<file path="src/sv/nfa_pkg.sv">
`default_nettype none
// ----------------------------------------------------------------------------
// nfa_pkg
// Shared types, codes and helpers of the nfa word acceptor.
// ----------------------------------------------------------------------------
package nfa_pkg;

    // automaton limits
    localparam int MAX_STATES  = 16;
    localparam int MAX_SYMBOLS = 16;

    // field widths
    localparam int STATE_W = 4;          // state index
    localparam int SLOT_W  = 4;          // alphabet slot index
    localparam int SYM_W   = 8;          // character byte
    localparam int MODE_W  = 2;
    localparam int CNT_W   = 5;          // count registers, 0 .. 31
    localparam int APB_AW  = 4;
    localparam int APB_DW  = 32;

    // word modes
    localparam logic [MODE_W-1:0] MODE_SYM   = 2'd0;
    localparam logic [MODE_W-1:0] MODE_END   = 2'd1;
    localparam logic [MODE_W-1:0] MODE_ALPHA = 2'd2;
    localparam logic [MODE_W-1:0] MODE_TRANS = 2'd3;

    // register indexes
    localparam logic [1:0] REG_NUM_STATES  = 2'd0;
    localparam logic [1:0] REG_NUM_INITIAL = 2'd1;
    localparam logic [1:0] REG_FINAL_MASK  = 2'd2;
    localparam logic [1:0] REG_NUM_SYMBOLS = 2'd3;

    typedef logic [MAX_STATES-1:0] t_sset;

    // configuration register contents
    typedef struct packed {
        logic [CNT_W-1:0] num_states;
        logic [CNT_W-1:0] num_initial;
        t_sset            final_mask;
        logic [CNT_W-1:0] num_symbols;
    } t_cfg;

    // table update request
    typedef struct packed {
        logic               we_alpha;
        logic               we_trans;
        logic [SYM_W-1:0]   sym;
        logic [SLOT_W-1:0]  slot;
        logic [STATE_W-1:0] src;
        logic [STATE_W-1:0] dst;
    } t_load;

    // mask of states below n, saturating at MAX_STATES
    function automatic t_sset low_bits(input logic [CNT_W-1:0] n);
        t_sset m;
        for (int i = 0; i < MAX_STATES; i++) begin
            m[i] = (CNT_W'(i) < n);
        end
        return m;
    endfunction

endpackage
`default_nettype wire

</file>
<file path="src/sv/nfa_cfg_regs.sv">
`default_nettype none
// ----------------------------------------------------------------------------
// nfa_cfg_regs
// APB-style configuration registers: state count, initial count, final mask
// and symbol count.
// ----------------------------------------------------------------------------
module nfa_cfg_regs (
    input  wire                          i_clk,
    input  wire                          i_rst_n,
    input  wire                          psel,
    input  wire                          penable,
    input  wire                          pwrite,
    input  wire [nfa_pkg::APB_AW-1:0]    paddr,
    input  wire [nfa_pkg::APB_DW-1:0]    pwdata,
    output logic [nfa_pkg::APB_DW-1:0]   prdata,
    output logic                         pready,
    output nfa_pkg::t_cfg                o_cfg
);
    import nfa_pkg::*;

    t_cfg       r_cfg;
    logic       wr_en;
    logic [1:0] reg_idx;

    assign pready  = 1'b1;
    assign wr_en   = psel & penable & pwrite;
    assign reg_idx = paddr[3:2];
    assign o_cfg   = r_cfg;

    // register writes
    always_ff @(posedge i_clk) begin
        if (!i_rst_n) begin
            r_cfg.num_states  <= CNT_W'(MAX_STATES);
            r_cfg.num_initial <= CNT_W'(1);
            r_cfg.final_mask  <= '0;
            r_cfg.num_symbols <= '0;
        end else if (wr_en) begin
            case (reg_idx)
                REG_NUM_STATES:  r_cfg.num_states  <= pwdata[CNT_W-1:0];
                REG_NUM_INITIAL: r_cfg.num_initial <= pwdata[CNT_W-1:0];
                REG_FINAL_MASK:  r_cfg.final_mask  <= pwdata[MAX_STATES-1:0];
                REG_NUM_SYMBOLS: r_cfg.num_symbols <= pwdata[CNT_W-1:0];
                default: ;
            endcase
        end
    end

    // read back
    always_comb begin
        prdata = '0;
        case (reg_idx)
            REG_NUM_STATES:  prdata = APB_DW'(r_cfg.num_states);
            REG_NUM_INITIAL: prdata = APB_DW'(r_cfg.num_initial);
            REG_FINAL_MASK:  prdata = APB_DW'(r_cfg.final_mask);
            REG_NUM_SYMBOLS: prdata = APB_DW'(r_cfg.num_symbols);
            default:         prdata = '0;
        endcase
    end

endmodule
`default_nettype wire

</file>
<file path="config.mk">
export PLATFORM = sky130hd
export DESIGN_NAME = nfa_cfg_regs
export DESIGN_NICKNAME = d
export VERILOG_FILES = /design/src/sv/nfa_pkg.sv /design/src/sv/nfa_cfg_regs.sv
export SDC_FILE = /design/constraint.sdc
export NUM_CORES = 1
export LEC_CHECK = 0
export ABC_AREA = 1
export BUFFER_PORTS_ARGS = -buffer_cell sky130_fd_sc_hd__buf_4
export CORE_ASPECT_RATIO = 2
export CORE_MARGIN = 4
export CORE_UTILIZATION = 46
export CTS_BUF_LIST = sky130_fd_sc_hd__clkbuf_16
export DETAILED_ROUTE_END_ITERATION = 6
export PLACE_DENSITY = 0.89
export SYNTH_ARGS = -nofsm -noshare
export SYNTH_HDL_FRONTEND = slang
export SYNTH_SLANG_ARGS = --single-unit
</file>
<file path="constraint.sdc">
create_clock -name i_clk -period 3.2 [get_ports i_clk]
set_clock_uncertainty 0.15 [all_clocks]
set_input_delay 0.48 -clock i_clk [delete_from_list [all_inputs] [get_ports i_clk]]
set_output_delay 0.48 -clock i_clk [all_outputs]
set_load 0.005 [all_outputs]
</file>
# Word level (Yosys, flattened, before mapping)
# Index checks and enable logic that the tools add are counted.
dict set report totals {
  reg_bits 31
  latchBits 0
  ramBits 0
  mem_bits_ro 0
  in_bits 41
  out_inout_bits 64
  elab_cells 15
  memories 0
}
dict set report op_classes {
  addsub 0
  n_mul 0
  n_div 0
  n_lt_le_gt_ge 0
  n_eq_ne 3
  n_shift 0
  muxes 1
  bitwise 2
  reduce_logical 5
}
# operator count
set op_table {}
lappend op_table {{32-bit one-hot mux with 4 select lines} 1}
lappend op_table {{2-bit AND reduction} 4}
lappend op_table {{2-bit equality test, second input constant} 2}
lappend op_table {{1-bit bitwise AND} 2}
lappend op_table {{2-bit by 1-bit equality test with 1-bit output, second input constant} 1}
lappend op_table {{2-bit logical NOT} 1}

# Logic depth before layout (Yosys ltp)
# Gate-level depths: netlist of the first run.
dict set report logic_depth {
  depth_word 3
  mapped_depth 7
  ltp_nobuf 5
}

# Worst setup path after synthesis of the first run
# Ideal clock, no wire load.
dict set report synth_path {
  kind {input -> output}
  start {in paddr[2] (netlist bit)}
  end {out prdata[0] (netlist bit)}
  arrival_time_ns 0.941
  required_ns 2.570
  slack_ns 1.629
  cell_stages 4
  n_path_buf 0
  path_cell_list {nand2_1 clkinv_1 nand2_1 nand4_1}
}
dict set report synth_via {
  elab_chain_len 2
  elab_cells_between_ends 5
  classes_between {3 x eq/ne; 1 x mux; 1 x reduce/logical}
}
# element line
set synth_lines {}
lappend synth_lines {{start, declared} nfa_cfg_regs.sv:13} ;# input wire [nfa_pkg::APB_AW-1:0] paddr,
lappend synth_lines {{2-bit equality test (tied with other cells)} nfa_cfg_regs.sv:51} ;# case (reg_idx)
lappend synth_lines {{32-bit one-hot mux with 4 select lines (*)} nfa_cfg_regs.sv:51}
lappend synth_lines {{end, declared} nfa_cfg_regs.sv:15} ;# output logic [nfa_pkg::APB_DW-1:0] prdata,
# Mark *: on every way between the ends. The rest lies on a longest branch, timed or not. The select of a mux whose other input is x is not followed.

# Final worst setup path of the first run
dict set report layout_path {
  start {in paddr[2] (netlist bit)}
  end {out prdata[3] (netlist bit)}
}
# Same word-level chain as after synthesis.

==> impl_results.md, run 1 <==
- Critical Path End Type: output pin
- Depth of the CTS H-tree: 2
- Vias per Instance: 4.64
- Die width: 50.8 um
- Max Cap Viol: 0
- Slowest-stage cell, CP: clkinv_1
- Part of the Yosys area used for sequential elements: 36.8%
- Required time of the critical path: 2.57 ns
- Post-synthesis sequential element count: 31
- Final net count: 369
- Setup slack on the worst flop-to-flop path: 2.42 ns
- Clock-pin slew on the worst setup and hold paths: 0.05 ns
- Final-report max-slew violation count: 0
- Resize count post-CTS: 0
- Met3 capacity usage during global routing: 4.77%
- EDFF count, synth: 0
- Placement-stage worst setup slack: 1.14 ns
- Total gr overflow: 0
- Number of cell rows: 30
- Proportion of register bits with asynchronous set or reset after synthesis: 0%
- Final setup margin: 1.13 ns
- Setup bufs post-CTS: 0
- First-pass iteration count of the detailed router: 5
- TritonCTS clock tree: built
- Largest driver fanout on the critical path: 10
- Per-instance average area after synthesis: 6.42 um^2
- Core Region: 3450 um^2
- Floorplan die area: 4760 um^2
- Post-synthesis instance area: 1690 um^2
- Global-route wire length before repair: 6.87 mm
- Global routing met2 resource utilization: 34.7%
- Synth-to-Final Area Change: 34.0%
- Cell count after synthesis: 263
- Worst hold-check path type: input port to register
- Most numerous cell types in the synthesized netlist: nor2_1, nand2_1, dfxtp_1, nand3_1, inv_1
- Final worst-path cycle share: 64.7%
- Residual DRC: 0
- Primary FF master, synth: dfxtp_1
- Final core utilization: 65.5%
- Setup repair after global routing missed its margin: false
- Proportion of netlist area held by the largest area contributor: 36.8%
- Min Clock Period, post-route: 2.07 ns
- First DRT Iteration DRCs: 62
- Leakage power of the design: 0.00114 uW
- Maximum clock frequency: 0.483 GHz
- HPWL reported at the end of detailed placement: 3.23 mm
- Flip-flop count of the largest register after layout: 31
- Clock Path Buffers: 2
- Cell Pwr Density: 413 nW/um^2
- Weighted congestion at the end of routability-driven global placement: 0.859
- CTS buffer count: 5
- Count of cell types in the netlist: 20
- Slowest cell delay on critical path: 0.27 ns
- Sink Count: 31
- Die outline height: 93.7 um
- Post-detailed-route wirelength per cell: 11.4 um
- Vias in the first global route: 1,538
- Hold WS: 0.305 ns
- Pin count of the biggest net entering global routing: 32
- Proportion of layout cells with a drive suffix above 1: 26.0%
- Insertion delay of the later-clocked pin in the worst-skew pair: 0.26 ns
- Cell family with most CP delay: buffers and inverters
- Boundary Pins: 105
- Run status: completed
- Critical path cell sequence: buf_4 -> nand2_1 -> clkinv_1 -> nand2_1 -> nand4_1 -> buf_4
- Clock root buffer master: clkbuf_16
- Critical path startpoint category: input port
- Buf+Inv Stages, Crit Path: 3
- Total setup violations reported at the end of the flow: 0
- Total global routing track utilization: 18.9%
- Number of antenna violations at the first check in global routing: 0
- Effective utilization at floorplan: 48.9%
- Worst EP arrival: 1.44 ns
- Wire length reported by the detailed router: 4.27 mm
- Top post-synthesis cells by area: dfxtp_1, nor2_1, nand2_1
- Hold-fix buffer count after cts: 0
- Worst setup path category: input port to output pin
- Cell type with the highest aggregate area in the netlist: dfxtp_1
- Final ANT Viol Nets: 0
- Quantity of I/O buffers inserted on ports: 69
- Number of hold violations in the final report: 0
- Met1 Track Usage GR: 18.1%
- Antenna cell count: 0
- Busiest layer in global routing: met2
- Count leader, synth: nor2_1
- Yosys Warn Count: 0
- Total Neg Setup Slack: 0 ns
- Count of vias placed by the detailed router: 1,741
- IR drop worst, VDD: 374 uV
[worst paths after layout]
check                  from   endpoint  cells after the start
setup reg to reg  o_cfg[30]  o_cfg[30]                      2
hold reg to reg   o_cfg[18]  o_cfg[18]                      2
setup / recovery   paddr[2]  prdata[3]                      6
hold / removal    pwdata[4]  o_cfg[30]                      3
[worst register-to-register path: stages, from the launching register on]
cell and delay [ns]:
dfxtp_1 0.32, o21ai_0 0.08, nand3_1 0.10
[cell families after synthesis]
kind of cell           after synthesis  synth area share [%]
other                                2                 0.445
DFF                                 31                  36.8
and+or+nand+nor                    170                  43.5
AOI/OAI and AO/OA                    2                 0.593
buffers and inverters               58                  18.7
[placed cells by master (no fill, tap or decap), drive strengths merged]
master,n
buf,70
clkbuf,5
clkinv,1
conb,17
dfxtp,31
inv,31
nand2,56
nand3,32
nand4,5
nor2,77
o21ai,2
[metal layers]
layer	wire [um]	part of all wire, %
met2	2330	55
met5	0	0
met4	59	1.4
met1	1570	37
met3	306	7.2
[power breakdown]
group | switching [uW] | internal [uW]
Clock | 143 | 275
Sequential | 6.21 | 396
Combinational | 65.5 | 49.5
Total | 215 | 720
[final cells by class]
type | instances | area (um^2)
multi-input cells | 189 | 811
repair buffers | 70 | 526
fillers | 340 | 1190
inverters | 31 | 116
well taps | 48 | 60.1
flip-flops and latches | 31 | 621
clock buffers | 5 | 125
clock inverters | 1 | 3.75
[per-stage QoR]
step	cells	power [uW]	cell area, um^2
floorplan	278	488	1740
global placement	369	521	2130
detailed placement	369	524	2130
finish	375	935	2260
global route	375	977	2260
CTS	375	946	2260
(Power assumes the default switching activity.)
==> inputs of run 2 (changes only) <==
--- a/config.mk
+++ b/config.mk
@@ -9,10 +9,10 @@
 export BUFFER_PORTS_ARGS = -buffer_cell sky130_fd_sc_hd__buf_4
 export CORE_ASPECT_RATIO = 2
 export CORE_MARGIN = 4
-export CORE_UTILIZATION = 46
+export CORE_UTILIZATION = 38
 export CTS_BUF_LIST = sky130_fd_sc_hd__clkbuf_16
 export DETAILED_ROUTE_END_ITERATION = 6
-export PLACE_DENSITY = 0.89
+export PLACE_DENSITY = 0.79
 export SYNTH_ARGS = -nofsm -noshare
 export SYNTH_HDL_FRONTEND = slang
 export SYNTH_SLANG_ARGS = --single-unit
==> constraint.sdc (replaced) <==
create_clock -name i_clk -period 1.9 [get_ports i_clk]
set_clock_uncertainty 0.15 [all_clocks]
set_input_delay 0.285 -clock i_clk [delete_from_list [all_inputs] [get_ports i_clk]]
set_output_delay 0.285 -clock i_clk [all_outputs]
set_load 0.005 [all_outputs]
==> impl_results.md, run 2 (synthesis gave the netlist of run 1 again) <==
- TritonCTS clock tree: built
- Critical Path End Type: output pin
- Wire length reported by the detailed router: 4.37 mm (+2.4%)
- Clock root buffer master: clkbuf_16
- Worst setup path category: input port to output pin
- Flip-flop count of the largest register after layout: 31 (unchanged)
- Count of vias placed by the detailed router: 1,709 (-1.8%)
- Fraction of power consumed by sequential logic: 42.3% (-0.7 points)
- Worst hold-check path type: input port to register
- Hold-fix buffer count after cts: 0 (unchanged)
- Final net count: 371 (+0.54%)
- Total Neg Setup Slack: 0 ns (unchanged)
- Vias per Instance: 4.44 (-4.4%)
- Commonest non-fill, non-tap cells in the layout: buf_4, nor2_1, nand2_1
- Total global routing track utilization: 16.2% (-2.7 points)
- Placement-stage worst setup slack: 0.251 ns (-0.887 ns)
- Antenna cell count: 0 (unchanged)
- Fill cells: 475 (+40%)
- Critical path startpoint category: input port
- Internal power of the cells: 1220 uW (+70%)
- Share of total power consumed by net switching: 23.6% (+0.57 points)
- Clock Path Buffers: 2 (unchanged)
- Overall Power: 1600 uW (+71%)
- Die outline height: 102 um (+9.2%)
- Final worst-path cycle share: 87.9%
- Max Cap Viol: 0 (unchanged)
- Weighted congestion at the end of routability-driven global placement: 0.835 (-2.8%)
- Insertion delay of the later-clocked pin in the worst-skew pair: 0.27 ns (about the same)
- Die width: 55.1 um (+8.4%)
- Final ANT Viol Nets: 0 (unchanged)
- Core Region: 4340 um^2 (+26%)
- Proportion of layout cells with a drive suffix above 1: 26.6% (+0.59 points)
- Global-route wire length before repair: 6.72 mm (-2.1%)
- Setup repair after global routing missed its margin: false
- Worst EP arrival: 1.24 ns (-0.20 ns)
- Effective utilization at floorplan: 38.9% (-10 points)
- Number of hold violations in the final report: 0 (unchanged)
- Vias in the first global route: 1,498 (-2.6%)
- CTS buffer count: 5 (unchanged)
- Resize count post-CTS: 0 (unchanged)
- Depth of the CTS H-tree: 2 (unchanged)
- Total gr overflow: 0 (unchanged)
- Clock-pin slew on the worst setup and hold paths: 0.05 ns (about the same)
- Run status: completed
- Post-route design area: 2290 um^2 (+1.4%)
- Min Clock Period, post-route: 1.67 ns
- First-pass iteration count of the detailed router: 5 (unchanged)
- Logic pwr share: 12.3% (about the same)
- Largest driver fanout on the critical path: 10 (unchanged)
- Setup bufs post-CTS: 0 (unchanged)
- Final-report max-slew violation count: 0 (unchanged)
- Required time of the critical path: 1.46 ns (-1.11 ns)
- Number of antenna violations at the first check in global routing: 0 (unchanged)
- IR drop worst, VDD: 482 uV (+29%)
- Cell Pwr Density: 698 nW/um^2 (+69%)
- Floorplan die area: 5640 um^2 (+18%)
- Post-detailed-route wirelength per cell: 11.3 um (-0.27%)
- Boundary Pins: 105 (unchanged)
- HPWL reported at the end of detailed placement: 3.38 mm (+4.7%)
- First DRT Iteration DRCs: 35 (-44%)
- Total setup violations reported at the end of the flow: 0 (unchanged)
- Sink Count: 31 (unchanged)
- Quantity of I/O buffers inserted on ports: 69 (unchanged)
- Switching power: 377 uW (+75%)
- Pin count of the biggest net entering global routing: 32 (unchanged)
- Cell area after placement: 2160 um^2 (+1.1%)
- Clock network fraction of design power: 45.4% (+0.7 points)
- Leakage power of the design: 0.00116 uW (+1.7%)
- Residual DRC: 0 (unchanged)
- Final setup margin: 0.229 ns (-0.900 ns)
- Number of cell rows: 34 (+13%)
- Maximum clock frequency: 0.599 GHz
- Synth-to-Final Area Change: 35.9%
- Commonest non-fill, non-tap cell in the layout: buf_4
-- run 2: cell count changes in the layout (fill, tap and decap cells not counted), sizes merged --
| cell | change |
|---|---|
| buf | +2 |
| clkinv | +1 |
| inv | +1 |
-- run 2: final cells by class --
cell class | instances | area (um^2) | share of cell area, %
Timing Repair Buffer | 72 | 541 | 23.6
Clock inverter | 3 | 12.5 | 0.546
Inverter | 31 | 116 | 5.07
Tap cell | 54 | 67.6 | 2.95
Multi-Input combinational cell | 189 | 811 | 35.4
Clock buffer | 5 | 125 | 5.46
Sequential cell | 31 | 621 | 27.1
-- run 2: metal layers --
metal	global-route usage, %	share of wire (%)	vias to the layer above
li1	-	-	894
met1	16.9	36	746
met2	29.2	55	63
met3	3.36	7.6	6
met4	7.30	1.7	0
met5	0	0	-
-- run 2: metrics by stage --
step           utilization [%]  hold slack, ns  instances
3_5_place_dp              49.7           0.342        377
3_3_place_gp              49.7           0.337        377
5_1_grt                   52.9           0.107        385
4_1_cts                   52.9          0.0843        385
2_1_floorplan                -           0.256        278
6_report                  52.9          0.0925        385
-- run 2: critical path: stages --
cell and delay (ns):
buf_4 0.14, nand2_1 0.11, clkinv_1 0.26, nand2_1 0.15, nand4_1 0.13, buf_4 0.16
-- run 2: final timing paths --
check / cells past startpoint / to / slack (ns) / start
setup reg to reg: 2 / o_cfg[30] / 1.12 / o_cfg[30]
hold reg to reg: 2 / o_cfg[21] / 0.35 / o_cfg[21]
hold / removal: 3 / o_cfg[21] / 0.09 / pwdata[0]
setup / recovery: 6 / prdata[3] / 0.23 / paddr[2]
-- run 2: power by group through the flow --
| stage | registers [uW] | logic, uW | clock network (uW) |
|---|---|---|---|
| after floorplan | 689 | 132 | 0 |
| after global placement | 689 | 194 | 0 |
| after detailed placement | 690 | 197 | 0 |
| after CTS | 677 | 198 | 748 |
| after global routing | 678 | 223 | 771 |
| final | 677 | 197 | 726 |
